==> config.mk <==
export PLATFORM = sky130hd
export DESIGN_NAME = lpht_ram
export DESIGN_NICKNAME = d
export VERILOG_FILES = /design/src/lpht_ram.sv
export SDC_FILE = /design/constraint.sdc
export NUM_CORES = 1
export LEC_CHECK = 0
export BUFFER_PORTS_ARGS = -buffer_cell sky130_fd_sc_hd__buf_2
export CORE_MARGIN = 4
export CORE_UTILIZATION = 35
export DETAILED_ROUTE_END_ITERATION = 10
export GPL_ROUTABILITY_DRIVEN = 0
export GPL_TIMING_DRIVEN = 0
export SYNTH_ARGS = -nofsm -noshare
export SYNTH_HDL_FRONTEND = slang
export SYNTH_SLANG_ARGS = --single-unit
==> constraint.sdc <==
create_clock -name clk -period 2.44 [get_ports clk]
set_clock_uncertainty 0.1 [all_clocks]
set_input_delay 0.488 -clock clk [delete_from_list [all_inputs] [get_ports clk]]
set_output_delay 0.488 -clock clk [all_outputs]
set_load 0.01 [all_outputs]
==> src/lpht_ram.sv <==
module lpht_ram #(
    parameter int WIDTH = 8,
    parameter int DEPTH = 16
) (
    input  logic                     clk,
    input  logic                     we,
    input  logic [$clog2(DEPTH)-1:0] waddr,
    input  logic [WIDTH-1:0]         wdata,
    input  logic                     re,
    input  logic [$clog2(DEPTH)-1:0] raddr,
    output logic [WIDTH-1:0]         rdata
);

    logic [WIDTH-1:0] mem [DEPTH];

    always_ff @(posedge clk)
    begin
        if (we)
        begin
            mem[waddr] <= wdata;
        end
        if (re)
        begin
            rdata <= mem[raddr];
        end
    end

endmodule

Yosys cells after proc, flatten, opt, wreduce, memory -nomap -nowiden
Memories as Yosys holds them, arrays and structs flattened. A register that Yosys moved wholly into a read port is not among the register bits.
Index checks and enable logic that the tools add are counted.
- register bits: 0
- memories: 1
- output and inout port bits: 8
- memory bits (writable): 128
- word-level logic and storage cells: 3
- muxes and demuxes: 2
- memory list (memory ; words ; bits a word ; rd ports ; clocked after Yosys merged registers in ; wr ports ; RTL line ; RTL):
    mem ; 16 ; 8 ; 1 ; 1 ; 1 ; 14 ; logic [WIDTH-1:0] mem [DEPTH];
- operators with widths (kind ; number):
    2-to-1 mux 1 bit ; 2

Logic depth before layout (Yosys ltp)
- depth in word-level cells: 2
- depth in mapped cells: 5
- gate-level depth less buffers: 3

Worst setup path after synthesis
Ideal clock, no wire load.
- kind: input-to-reg
- start point: input port waddr[2]
- end point: memory mem[0][0] (enable)
- slack: 359 ps
- cell stages on the path: 2
- arrival time: 1598 ps
- path through: or3b_2 nor3_1
- RTL lines (element ; RTL line ; RTL):
    start, declared ; 7 ; input logic [$clog2(DEPTH)-1:0] waddr,
    end, declared ; 14 ;
No word-level cell before the write port.

Final worst setup path
- start point: input port waddr[3]
- end point: memory mem[4][5] (enable)
No word-level cell before the write port.

==> run metrics <==
internal power=4.53 mW; via/cell ratio=5.18; CP Data Arrival Time=1800 ps; Critical Path RT=2360 ps; nature of the critical path startpoint=input pin; CTS H-tree lvls=4; area share of the largest cell type after synthesis=78.1%; DRT iter0 DRCs=244; Lkg Pwr=2.06 nW; worst setup margin=564 ps; Clk Latency, worst-skew pair=410 ps; GRT Overall Usage=13.4%; Critical Path End Type=register; synth cell count leaders=136 x edfxtp_1, 18 x mux4_2, 16 x a22oi_1, 14 x mux4_1, 13 x nor2_1; CTS tree=yes; RSZ-0062 raised after global routing=no; sequential area share after synthesis=78.1%; status=finished, final reports clean; VDD IR max=0.555 mV; Num CTS Buffers=17; Yosys cell types=18; First-pass DRT Iterations=4; Seq pwr share=47.0%; Die Y-Extent=130 microns; Wirelength per Cell=21.9 microns; Clk pin slew, worst setup/hold paths=60 ps; Slew @ Worst Pin=1240 ps; endpoints failing hold=0; # Post-CTS Setup Buffers=0; Crit Path Max Fanout=8; most frequent cell after synthesis=edfxtp_1; Clock Power Share=48.5%; Post-synth EDFFs=136; grt total ovfl=0; fin util=42.7%; dpl ws=-262 ps; top cell type by total area after synthesis=edfxtp_1; Max Fclk=533 MHz; Core ar.=14600 sq um; multi-input logic area=1070 sq um; ys flop type=edfxtp_1; layout filler cell count=1232; initial antenna violation count=0; Seq cells post-synth=136; pin count of the biggest net entering global routing=17; first-pass GRT wire length=15.8 mm; slowest CP cell=nor3_1; Reg2Reg Setup Slack=670 ps; CP Cell Sequence=buf_2 > nand3b_1 > nor3_1; layout cell share with drive strength beyond 1=30.3%; port bufs=25; Post-Syn Nets=248; WS Path Type=input pin to register; vias in the first global route=2525; Vias=2439; switching share of total power=19.4%; DPL Wire Length=6.56 mm; Final min period=1880 ps; switching pwr=1.09 mW; cell count after synthesis=229; full die area=17000 sq um; Cell Pwr Density=902 nW/um^2; DRC viols=0; CTS Sinks=136; Max Cap Viol=0; Starting Density=35.8%; Synth Area per Inst=22.8 sq um; top post-synthesis cells by area=edfxtp_1 78%, mux4_2 7.8%, mux4_1 7.0%; Warnings, synthesis=0; Slew Viols, Final=0; CTS resizes=0; slowest stage delay, CP=970 ps; combinational share of power=4.5%; Setup TNS=0 ps; hold_buf cts=0; Hold Path Class=input pin to register; clock buffer depth=2; die width=130 microns; worst hold margin=314 ps; Slew HR=16.5%; FFs w/ async S/R, synth=0%; register area=4080 sq um; CTS root buf=clkbuf_16; drt total wl=10.3 mm; post-route ant nets=0; Area growth, synth to finish=19.2%; Final period util=76.9%; final setup violating endpoints=0; NumNets Final=293; Cell Area, Synth=5230 sq um; diode count=0; row count=44; Ports=27
## sequential cells by signal, indices dropped and copies added (netlist names)
name and count:
rdata 8, mem 128
## metrics by stage
stage / instance area [sq um] / instances / total power, mW
3_3_place_gp: 5580 / 438 / 2.94
6_report: 6230 / 471 / 5.62
4_1_cts: 6220 / 470 / 5.66
5_1_grt: 6230 / 471 / 5.81
2_1_floorplan: 5230 / 229 / 2.83
3_5_place_dp: 5580 / 438 / 2.95
## final timing paths
kind,endpoint,start,depth (start not counted)
min reg2reg,rdata[2],mem[15][2],3
min,rdata[1],re,1
max reg2reg,rdata[0],mem[1][0],3
max,mem[4][5],waddr[3],3
## cell type report
cell class / count / area share [%]
Clock inverter: 15 / 3.33
Tap cell: 184 / 3.69
Buffer: 10 / 1.38
Multi-Input combinational cell: 83 / 17.1
Timing Repair Buffer: 26 / 2.13
Sequential cell: 136 / 65.5
Clock buffer: 17 / 6.82
## placed cells by master, fill, tap and decap left out
cell type          n
a22oi_1           16
and2_1             1
and2b_1            1
buf_2             28
buf_4              1
buf_6              3
bufinv_16          5
clkbuf_16         17
clkbuf_4           1
clkdlybuf4s25_2    3
clkinv_1           2
clkinv_2           4
clkinvlp_4         4
edfxtp_1         136
mux4_1            14
mux4_2            18
nand2_1            9
nand2b_1           2
nand3_1            1
nand3b_1           2
nor2_1            13
nor2b_1            1
nor3_1             2
nor3_2             2
or3b_2             1
## cell families after synthesis
| kind of cell | after synthesis | synth area share, % |
|---|---|---|
| buffers and inverters | 10 | 1.65 |
| AND/OR/NAND/NOR | 35 | 3.14 |
| AO/OA/AOI/OAI | 16 | 2.30 |
| multiplexers | 32 | 14.8 |
| flip-flops | 136 | 78.1 |
## critical path: cells and delay by family
family	cells	cell delay, ps
buffers and inverters	1	120
and+or+nand+nor	2	1180
## layer usage
layer  global-route usage [%]  vias up  part of all wire (%)
met3                     5.20       19                   8.5
li1                         -     1071                     -
met4                     5.26        0                   1.9
met5                        0        -                     0
met1                     18.1     1261                    44
met2                     19.6       88                    46
## power by group through the flow
stage / combinational [mW] / sequential, mW / clock, mW
4_1_cts: 0.258 / 2.64 / 2.76
2_1_floorplan: 0.133 / 2.70 / 0
3_5_place_dp: 0.258 / 2.69 / 0
6_report: 0.255 / 2.64 / 2.73
5_1_grt: 0.279 / 2.65 / 2.88
3_3_place_gp: 0.252 / 2.69 / 0
Power figures use the tool's default switching activity.
