[src/lpht_pkg.sv]
package lpht_pkg;

    localparam int KEY_W   = 64;
    localparam int VALUE_W = 32;
    localparam int COUNT_W = 7;

    typedef enum logic [1:0] {
        OP_INSERT = 2'd0,
        OP_LOOKUP = 2'd1,
        OP_REMOVE = 2'd2,
        OP_NOP    = 2'd3
    } op_t;

    typedef enum logic [1:0] {
        STAT_OK        = 2'd0,
        STAT_UPDATED   = 2'd1,
        STAT_FULL      = 2'd2,
        STAT_NOT_FOUND = 2'd3
    } status_t;

    typedef enum logic [2:0] {
        S_CLEAR,
        S_IDLE,
        S_HASH,
        S_PROBE,
        S_COMMIT
    } fsm_t;

    typedef struct packed {
        op_t                op;
        logic [KEY_W-1:0]   key;
        logic [VALUE_W-1:0] value;
    } req_t;

    typedef struct packed {
        status_t            status;
        logic [VALUE_W-1:0] value_out;
        logic [COUNT_W-1:0] entry_count;
    } rsp_t;

endpackage

[src/lpht_hash.sv]
// Key trim and home-slot hash, one key byte per cycle.
module lpht_hash #(
    parameter int TABLE_SLOTS = 64,
    parameter int KEY_BYTES   = 8
) (
    input  logic                           clk,
    input  logic                           rst_n,
    input  logic                           start,
    input  logic [lpht_pkg::KEY_W-1:0]     key_in,
    output logic                           done,
    output logic [$clog2(TABLE_SLOTS)-1:0] home,
    output logic [8*KEY_BYTES-1:0]         key_norm
);

    localparam int IW = $clog2(TABLE_SLOTS);
    localparam int LW = $clog2(KEY_BYTES + 1);
    localparam int BW = (KEY_BYTES > 1) ? $clog2(KEY_BYTES) : 1;
    localparam logic [IW:0] SLOTS_V = (IW+1)'(TABLE_SLOTS);

    // h*128 + b mod N, folded in bit by bit: each step stays below 2N
    function automatic logic [IW-1:0] hash_step(input logic [IW-1:0] h, input logic [7:0] b);
        logic [IW:0] t;
        t = {1'b0, h} + (IW+1)'(b[7]);
        if (t >= SLOTS_V)
        begin
            t = t - SLOTS_V;
        end
        for (int i = 6; i >= 0; i--)
        begin
            t = {t[IW-1:0], b[i]};
            if (t >= SLOTS_V)
            begin
                t = t - SLOTS_V;
            end
        end
        return t[IW-1:0];
    endfunction

    logic [KEY_BYTES-1:0][7:0] trim_key;
    logic [LW-1:0]             trim_len;

    logic [KEY_BYTES-1:0][7:0] key_reg;
    logic [LW-1:0]             len_reg;
    logic [LW-1:0]             cnt_reg;
    logic [IW-1:0]             h_reg;
    logic                      run_reg;
    logic                      done_reg;

    always_comb
    begin
        logic alive;
        alive    = 1'b1;
        trim_key = '0;
        trim_len = '0;
        for (int i = 0; i < KEY_BYTES; i++)
        begin
            alive = alive && (key_in[8*i +: 8] != 8'd0);
            if (alive)
            begin
                trim_key[i] = key_in[8*i +: 8];
                trim_len    = LW'(i + 1);
            end
        end
    end

    always_ff @(posedge clk or negedge rst_n)
    begin
        if (!rst_n)
        begin
            run_reg  <= 1'b0;
            done_reg <= 1'b0;
        end
        else
        begin
            done_reg <= 1'b0;
            if (start)
            begin
                run_reg <= 1'b1;
            end
            else if (run_reg && (cnt_reg == len_reg))
            begin
                run_reg  <= 1'b0;
                done_reg <= 1'b1;
            end
        end
    end

    always_ff @(posedge clk)
    begin
        if (start)
        begin
            key_reg <= trim_key;
            len_reg <= trim_len;
            cnt_reg <= '0;
            h_reg   <= '0;
        end
        else if (run_reg && (cnt_reg != len_reg))
        begin
            h_reg   <= hash_step(h_reg, key_reg[cnt_reg[BW-1:0]]);
            cnt_reg <= cnt_reg + LW'(1);
        end
    end

    assign done     = done_reg;
    assign home     = h_reg;
    assign key_norm = key_reg;

endmodule

[config.mk]
export PLATFORM = sky130hd
export DESIGN_NAME = lpht_hash
export DESIGN_NICKNAME = d
export VERILOG_FILES = /design/src/lpht_pkg.sv /design/src/lpht_hash.sv
export SDC_FILE = /design/constraint.sdc
export NUM_CORES = 1
export LEC_CHECK = 0
export BUFFER_PORTS_ARGS = -buffer_cell sky130_fd_sc_hd__buf_2
export CORE_MARGIN = 2
export CORE_UTILIZATION = 45
export CTS_BUF_LIST = sky130_fd_sc_hd__clkbuf_8
export CTS_CLUSTER_DIAMETER = 60
export CTS_CLUSTER_SIZE = 8
export DETAILED_ROUTE_END_ITERATION = 12
export PLACE_DENSITY = 0.78
export SLEW_MARGIN = 20
export SYNTH_ARGS = -nofsm -noshare
export SYNTH_HDL_FRONTEND = slang
export SYNTH_SLANG_ARGS = --single-unit
[constraint.sdc]
create_clock -name clk -period 1.46 [get_ports clk]
set_input_delay 0 -clock clk [delete_from_list [all_inputs] [get_ports clk]]
set_output_delay 0 -clock clk [all_outputs]
set_load 0.01 [all_outputs]
After elaboration in Yosys (flattened, before gate mapping)
Cells that the tools add are included.
{ "classes": {"n_addsub": 10, "magnitude_cmp": 9, "n_eq_ne": 2, "muxes": 35, "reduce_logical": 18} }
{ "ops": {"columns": ["op", "count"], "rows": [
  ["2-to-1 mux 6 bit", 22],
  ["nonzero test 8 bit", 8],
  [">= comparator 7 bit (second input constant)", 8],
  ["subtractor 6 x 1 -> 6 bit (second input constant)", 8],
  ["binary-select mux 8 bit (select 3 bit)", 1],
  ["2-to-1 mux 4 bit", 5],
  ["logical AND 1 bit", 9],
  ["2-to-1 mux 8 bit", 1],
  ["adder 6 x 1 -> 7 bit", 1],
  ["2-to-1 mux 1 bit", 5],
  ["adder 4 x 1 -> 4 bit (second input constant)", 1],
  ["== test 4 bit", 1],
  ["less-than comparator 3 x 4 -> 1 bit (second input constant)", 1],
  ["!= test 4 bit", 1],
  ["2-to-1 mux 2 bit", 1],
  ["nonzero test 2 bit", 1]
]} }
{ "word_totals": {"ff_bits": 80, "out_inout_bits": 71, "elab_cells": 87} }

Logic depth before layout (Yosys ltp)
{ "depth": {"ltp_word": 33, "ltp_mapped": 6, "depth_no_buf": 5} }

Worst setup path after synthesis
OpenSTA, ideal clock, no wires.
{ "synth_path": {"path_type": "register to register", "start": "register cnt_reg[0]", "end": "register h_reg[3], in the netlist home[3]", "arrival_ps": 1452, "required_ps": 1335, "path_slack_ps": -117, "path_stages_with_launch": 6, "path_buffers": 2, "synth_period_minus_slack_ps": 1577, "cell_sequence": "dfxtp_1 > buf_4 > buf_2 > mux4_2 > mux2i_1 > o21ai_0"} }
{ "synth_between": {"elab_chain_len": 33, "word_cells_on_any_way": 43, "cone_classes": "add/sub: 9; order compare: 8; eq/ne: 1; mux: 24; reduce/logical: 1"} }
{ "synth_rtl": {"columns": ["element", "line", "source"], "rows": [
  ["start: declaration", "lpht_hash.sv:44", "logic [LW-1:0] cnt_reg;"],
  ["start signal: assignment", "lpht_hash.sv:100", "cnt_reg <= cnt_reg + LW'(1);"],
  ["binary-select mux 8 bit (select 3 bit)", "lpht_hash.sv:99", "h_reg <= hash_step(h_reg, key_reg[cnt_reg[BW-1:0]]);"],
  ["2-to-1 mux 8 bit (not written as such)", "lpht_hash.sv:99", null],
  ["adder 6 x 1 -> 7 bit", "lpht_hash.sv:23", "t = {1'b0, h} + (IW+1)'(b[7]);"],
  ["subtractor 6 x 1 -> 6 bit / >= comparator 7 bit (equally long branches)", "lpht_hash.sv:26, lpht_hash.sv:24", null],
  ["2-to-1 mux 6 bit", "lpht_hash.sv:24", "if (t >= SLOTS_V)"],
  ["2-to-1 mux 6 bit", "lpht_hash.sv:97", "else if (run_reg && (cnt_reg != len_reg))"],
  ["2-to-1 mux 6 bit", "lpht_hash.sv:90", "if (start)"],
  ["subtractor 6 x 1 -> 6 bit / >= comparator 7 bit (equally long branches)", "lpht_hash.sv:33, lpht_hash.sv:31", null],
  ["[17 not listed]", null, null],
  ["2-to-1 mux 6 bit", "lpht_hash.sv:97", null],
  ["2-to-1 mux 6 bit", "lpht_hash.sv:90", null],
  [">= comparator 7 bit / subtractor 6 x 1 -> 6 bit (equally long branches)", "lpht_hash.sv:31, lpht_hash.sv:33", null],
  ["2-to-1 mux 6 bit", "lpht_hash.sv:31", "if (t >= SLOTS_V)"],
  ["2-to-1 mux 6 bit", "lpht_hash.sv:97", null],
  ["2-to-1 mux 6 bit", "lpht_hash.sv:90", null],
  ["subtractor 6 x 1 -> 6 bit / >= comparator 7 bit (equally long branches)", "lpht_hash.sv:33, lpht_hash.sv:31", null],
  ["2-to-1 mux 6 bit", "lpht_hash.sv:31", null],
  ["end signal: assignment", "lpht_hash.sv:99", null],
  ["end: declaration", "lpht_hash.sv:45", "logic [IW-1:0] h_reg;"]
]} }
Parallel ways exist; a longest one is shown, timed or not. The select of a mux whose other input is x is not followed.
A chain may end at the register's enable or synchronous reset.

Final worst setup path
{ "layout_path": {"start": "register cnt_reg[0]", "end": "register h_reg[5], in the netlist home[5]"} }
Same word-level chain as after synthesis.

==> metrics.md <==
| Metric | Value |
|---|---|
| Clock tree root buffer cell | `clkbuf_8` |
| Setup crit end kind | `flip-flop` |
| Final setup margin | `-69.1 ps` |
| Clk pin slew, worst setup/hold paths | `80 ps` |
| Most used DFF post-synth | `edfxtp_1` |
| # rows | `32` |
| Worst r2r src | `cnt_reg[0]` |
| Clock sink count | `80` |
| Worst Tran Pin Value | `892 ps` |
| Vias in the first global route | `3148` |
| CP Launch Type | `flip-flop` |
| Share of flip-flops with an asynchronous set or reset | `2.50%` |
| Die Wd | `92.7 µm` |
| Clk Latency, worst-skew pair | `340 ps` |
| Top post-synthesis cells by area | `edfxtp_1 58%, and2_1 7.8%, mux4_2 7.6%` |
| TritonCTS Buffers | `9` |
| Worst Path Max Fanout | `7` |
| VDD IR max | `0.606 mV` |
| Skew final | `11.3 ps` |
| DIE AREA | `8600 µm²` |
| Syn. warnings | `0` |
| Vias | `2948` |
| Arrival @ worst endpoint | `1760 ps` |
| Final wirelength | `10400 µm` |
| DP HPWL | `6810 µm` |
| Post-synth top area cell | `edfxtp_1` |
| PwrDens | `1170 nW/µm²` |
| Detailed Route Iter0 Violations | `181` |
| Max clock buf depth | `2` |
| Min-delay src | `key_in[10]` |
| Area of the mapped netlist | `3540 µm²` |
| Fmax achieved | `654 MHz` |
| Io pins | `138` |
| Grt ovf | `0` |
| Max reg flops | `64` |
| Crit path kind | `flip-flop to flip-flop` |
| Netlist cell types | `39` |
| Htree depth | `3` |
| Layout cells sized above 1 | `47.5%` |
| Most frequent cells after synthesis | `68 x edfxtp_1, 44 x and2_1, 14 x nand2_1` |
| Remaining antenna violation count after routing | `0` |
| Met2 Use GR | `45.5%` |
| GR Layer Usage met1 | `26.2%` |
| Seq/Total Area, Yosys | `64.7%` |
| Most used routing layer | `met2` |
| Tightest Hold Check Type | `primary input to flip-flop` |
| Max-Cap Viols | `0` |
| Most common cell in the synthesized netlist | `edfxtp_1` |
| GPL Wtd Cong | `0.876` |
| Share of the synthesized area in the top cell type | `57.6%` |
| Largest net degree at the start of global routing | `25` |
| # diodes | `0` |
| EDFF count, synth | `68` |
| Global-route wire length before repair | `15700 µm` |
| I/O Buffers | `137` |
| DR vias/cell | `5.08` |
| P_leak | `0.00224 µW` |
| Slew margin rel. | `40.5%` |
| Met3 GRT Util | `3.09%` |
| WP data required | `1690 ps` |
| Hold Fails Final Rpt | `0` |
| DRC | `0` |
| Failing checks | `negative setup slack` |
| Mean post-synth cell area | `14.6 µm²` |
| GRT Util Overall | `24.6%` |
| Initial antenna violation count | `0` |
| Post-Syn Instances | `243` |
| Min Tclk post-route | `1530 ps` |
| Nets | `541` |
| Core Util, Final | `70.9%` |
| Post-synthesis net count | `311` |
| RSZ-0062 raised after global routing | `true` |
| Pins Over Slew Limit | `0` |
| Starting density of the core | `46.1%` |
| Fillers | `561` |
| Period utilization | `105%` |
| Setup TNS | `-164 ps` |
| CORE AREA | `7690 µm²` |
| Final setup viols | `6` |
| Outcome | `finished with violations` |
| DR pass1 iterations | `4` |
| Wirelength per Cell | `17.9 µm` |
| P&R area growth vs syn | `53.8%` |
| Die H | `92.7 µm` |
| Synthesis-stage register bit count | `80` |
| CTS tree | `yes` |
| Critical path launch point | `cnt_reg[0]` |
[worst paths after layout]
path | end | slack [ps] | depth (start not counted)
max | home[5] | -70 | 4
min | key_norm[10] | 50 | 3
max reg2reg | home[5] | -70 | 4
min reg2reg | home[1] | 460 | 2
max in group asynchronous | run_reg | 830 | 3
min in group asynchronous | done | 510 | 3
[area by class of cell]
type	instances	area, µm²	area share [%]
inverters	2	7.51	0.138
clock inverters	6	60.1	1.10
clock buffers	10	138	2.53
flip-flops and latches	80	2300	42.1
well taps	102	128	2.34
repair buffers	235	1620	29.7
multi-input cells	145	1200	22.1
[report_power, final]
part	switching (µW)	internal, µW
Clock	803	829
Sequential	156	2770
Combinational	828	1010
[per-stage QoR]
stage / power [µW] / std cells / setup WS [ps] / hold slack [ps] / cell area [µm²]
2_1_floorplan: 3790 / 243 / 16.9 / -296 / 3550
3_3_place_gp: 4370 / 491 / -180 / -215 / 4480
3_5_place_dp: 4410 / 491 / -245 / -214 / 4480
4_1_cts: 6290 / 577 / -74.9 / 36.9 / 5390
5_1_grt: 6630 / 580 / -98.4 / 61.2 / 5450
6_report: 6390 / 580 / -69.1 / 45.6 / 5450
[layout by cell type (no fill, tap or decap), types with 4 or more instances in the layout]
cell type	count
o21ai_1	7
dfxtp_1	9
nor4_1	11
and2_2	8
edfxtp_1	68
dlygate4sd3_1	65
and2_1	44
buf_2	137
clkbuf_8	10
nand2_1	13
mux4_2	12
mux2i_1	4
buf_4	31
and2_4	6
[kinds of logic (layout without fill, tap and decap cells)]
logic type | Yosys count | after routing | synth area share, %
compound gates | 18 | 18 | 3.04
xor+xnor | 6 | 6 | 1.48
fa+ha+maj | 1 | 1 | 0.353
buf+inv | 18 | 253 | 2.51
flops | 80 | 80 | 64.7
mux | 18 | 18 | 9.32
simple gates | 102 | 102 | 18.6
[metal layers]
layer,up-vias,share of wire (%),wire (µm)
met5,-,0,0
met4,0,4.6,478
met3,35,4.7,493
met2,126,55,5680
met1,1422,36,3740
li1,1365,-,-
[worst max-delay path: stages, from the launching register on]
cell     delay, ps
dfxtp_4        390
buf_12         140
mux4_2         540
mux2i_2        240
o21ai_1        110
[timing repair]
action                                 CTS  global route
hold buffers                            65             0
setup buffers                            4             3
pin swaps                                0            11
setup endpoints to repair                4            24
endpoints found under the hold margin   65             0
gates resized for setup                  3            15
gates cloned                             1             0
(Power assumes the default switching activity.)
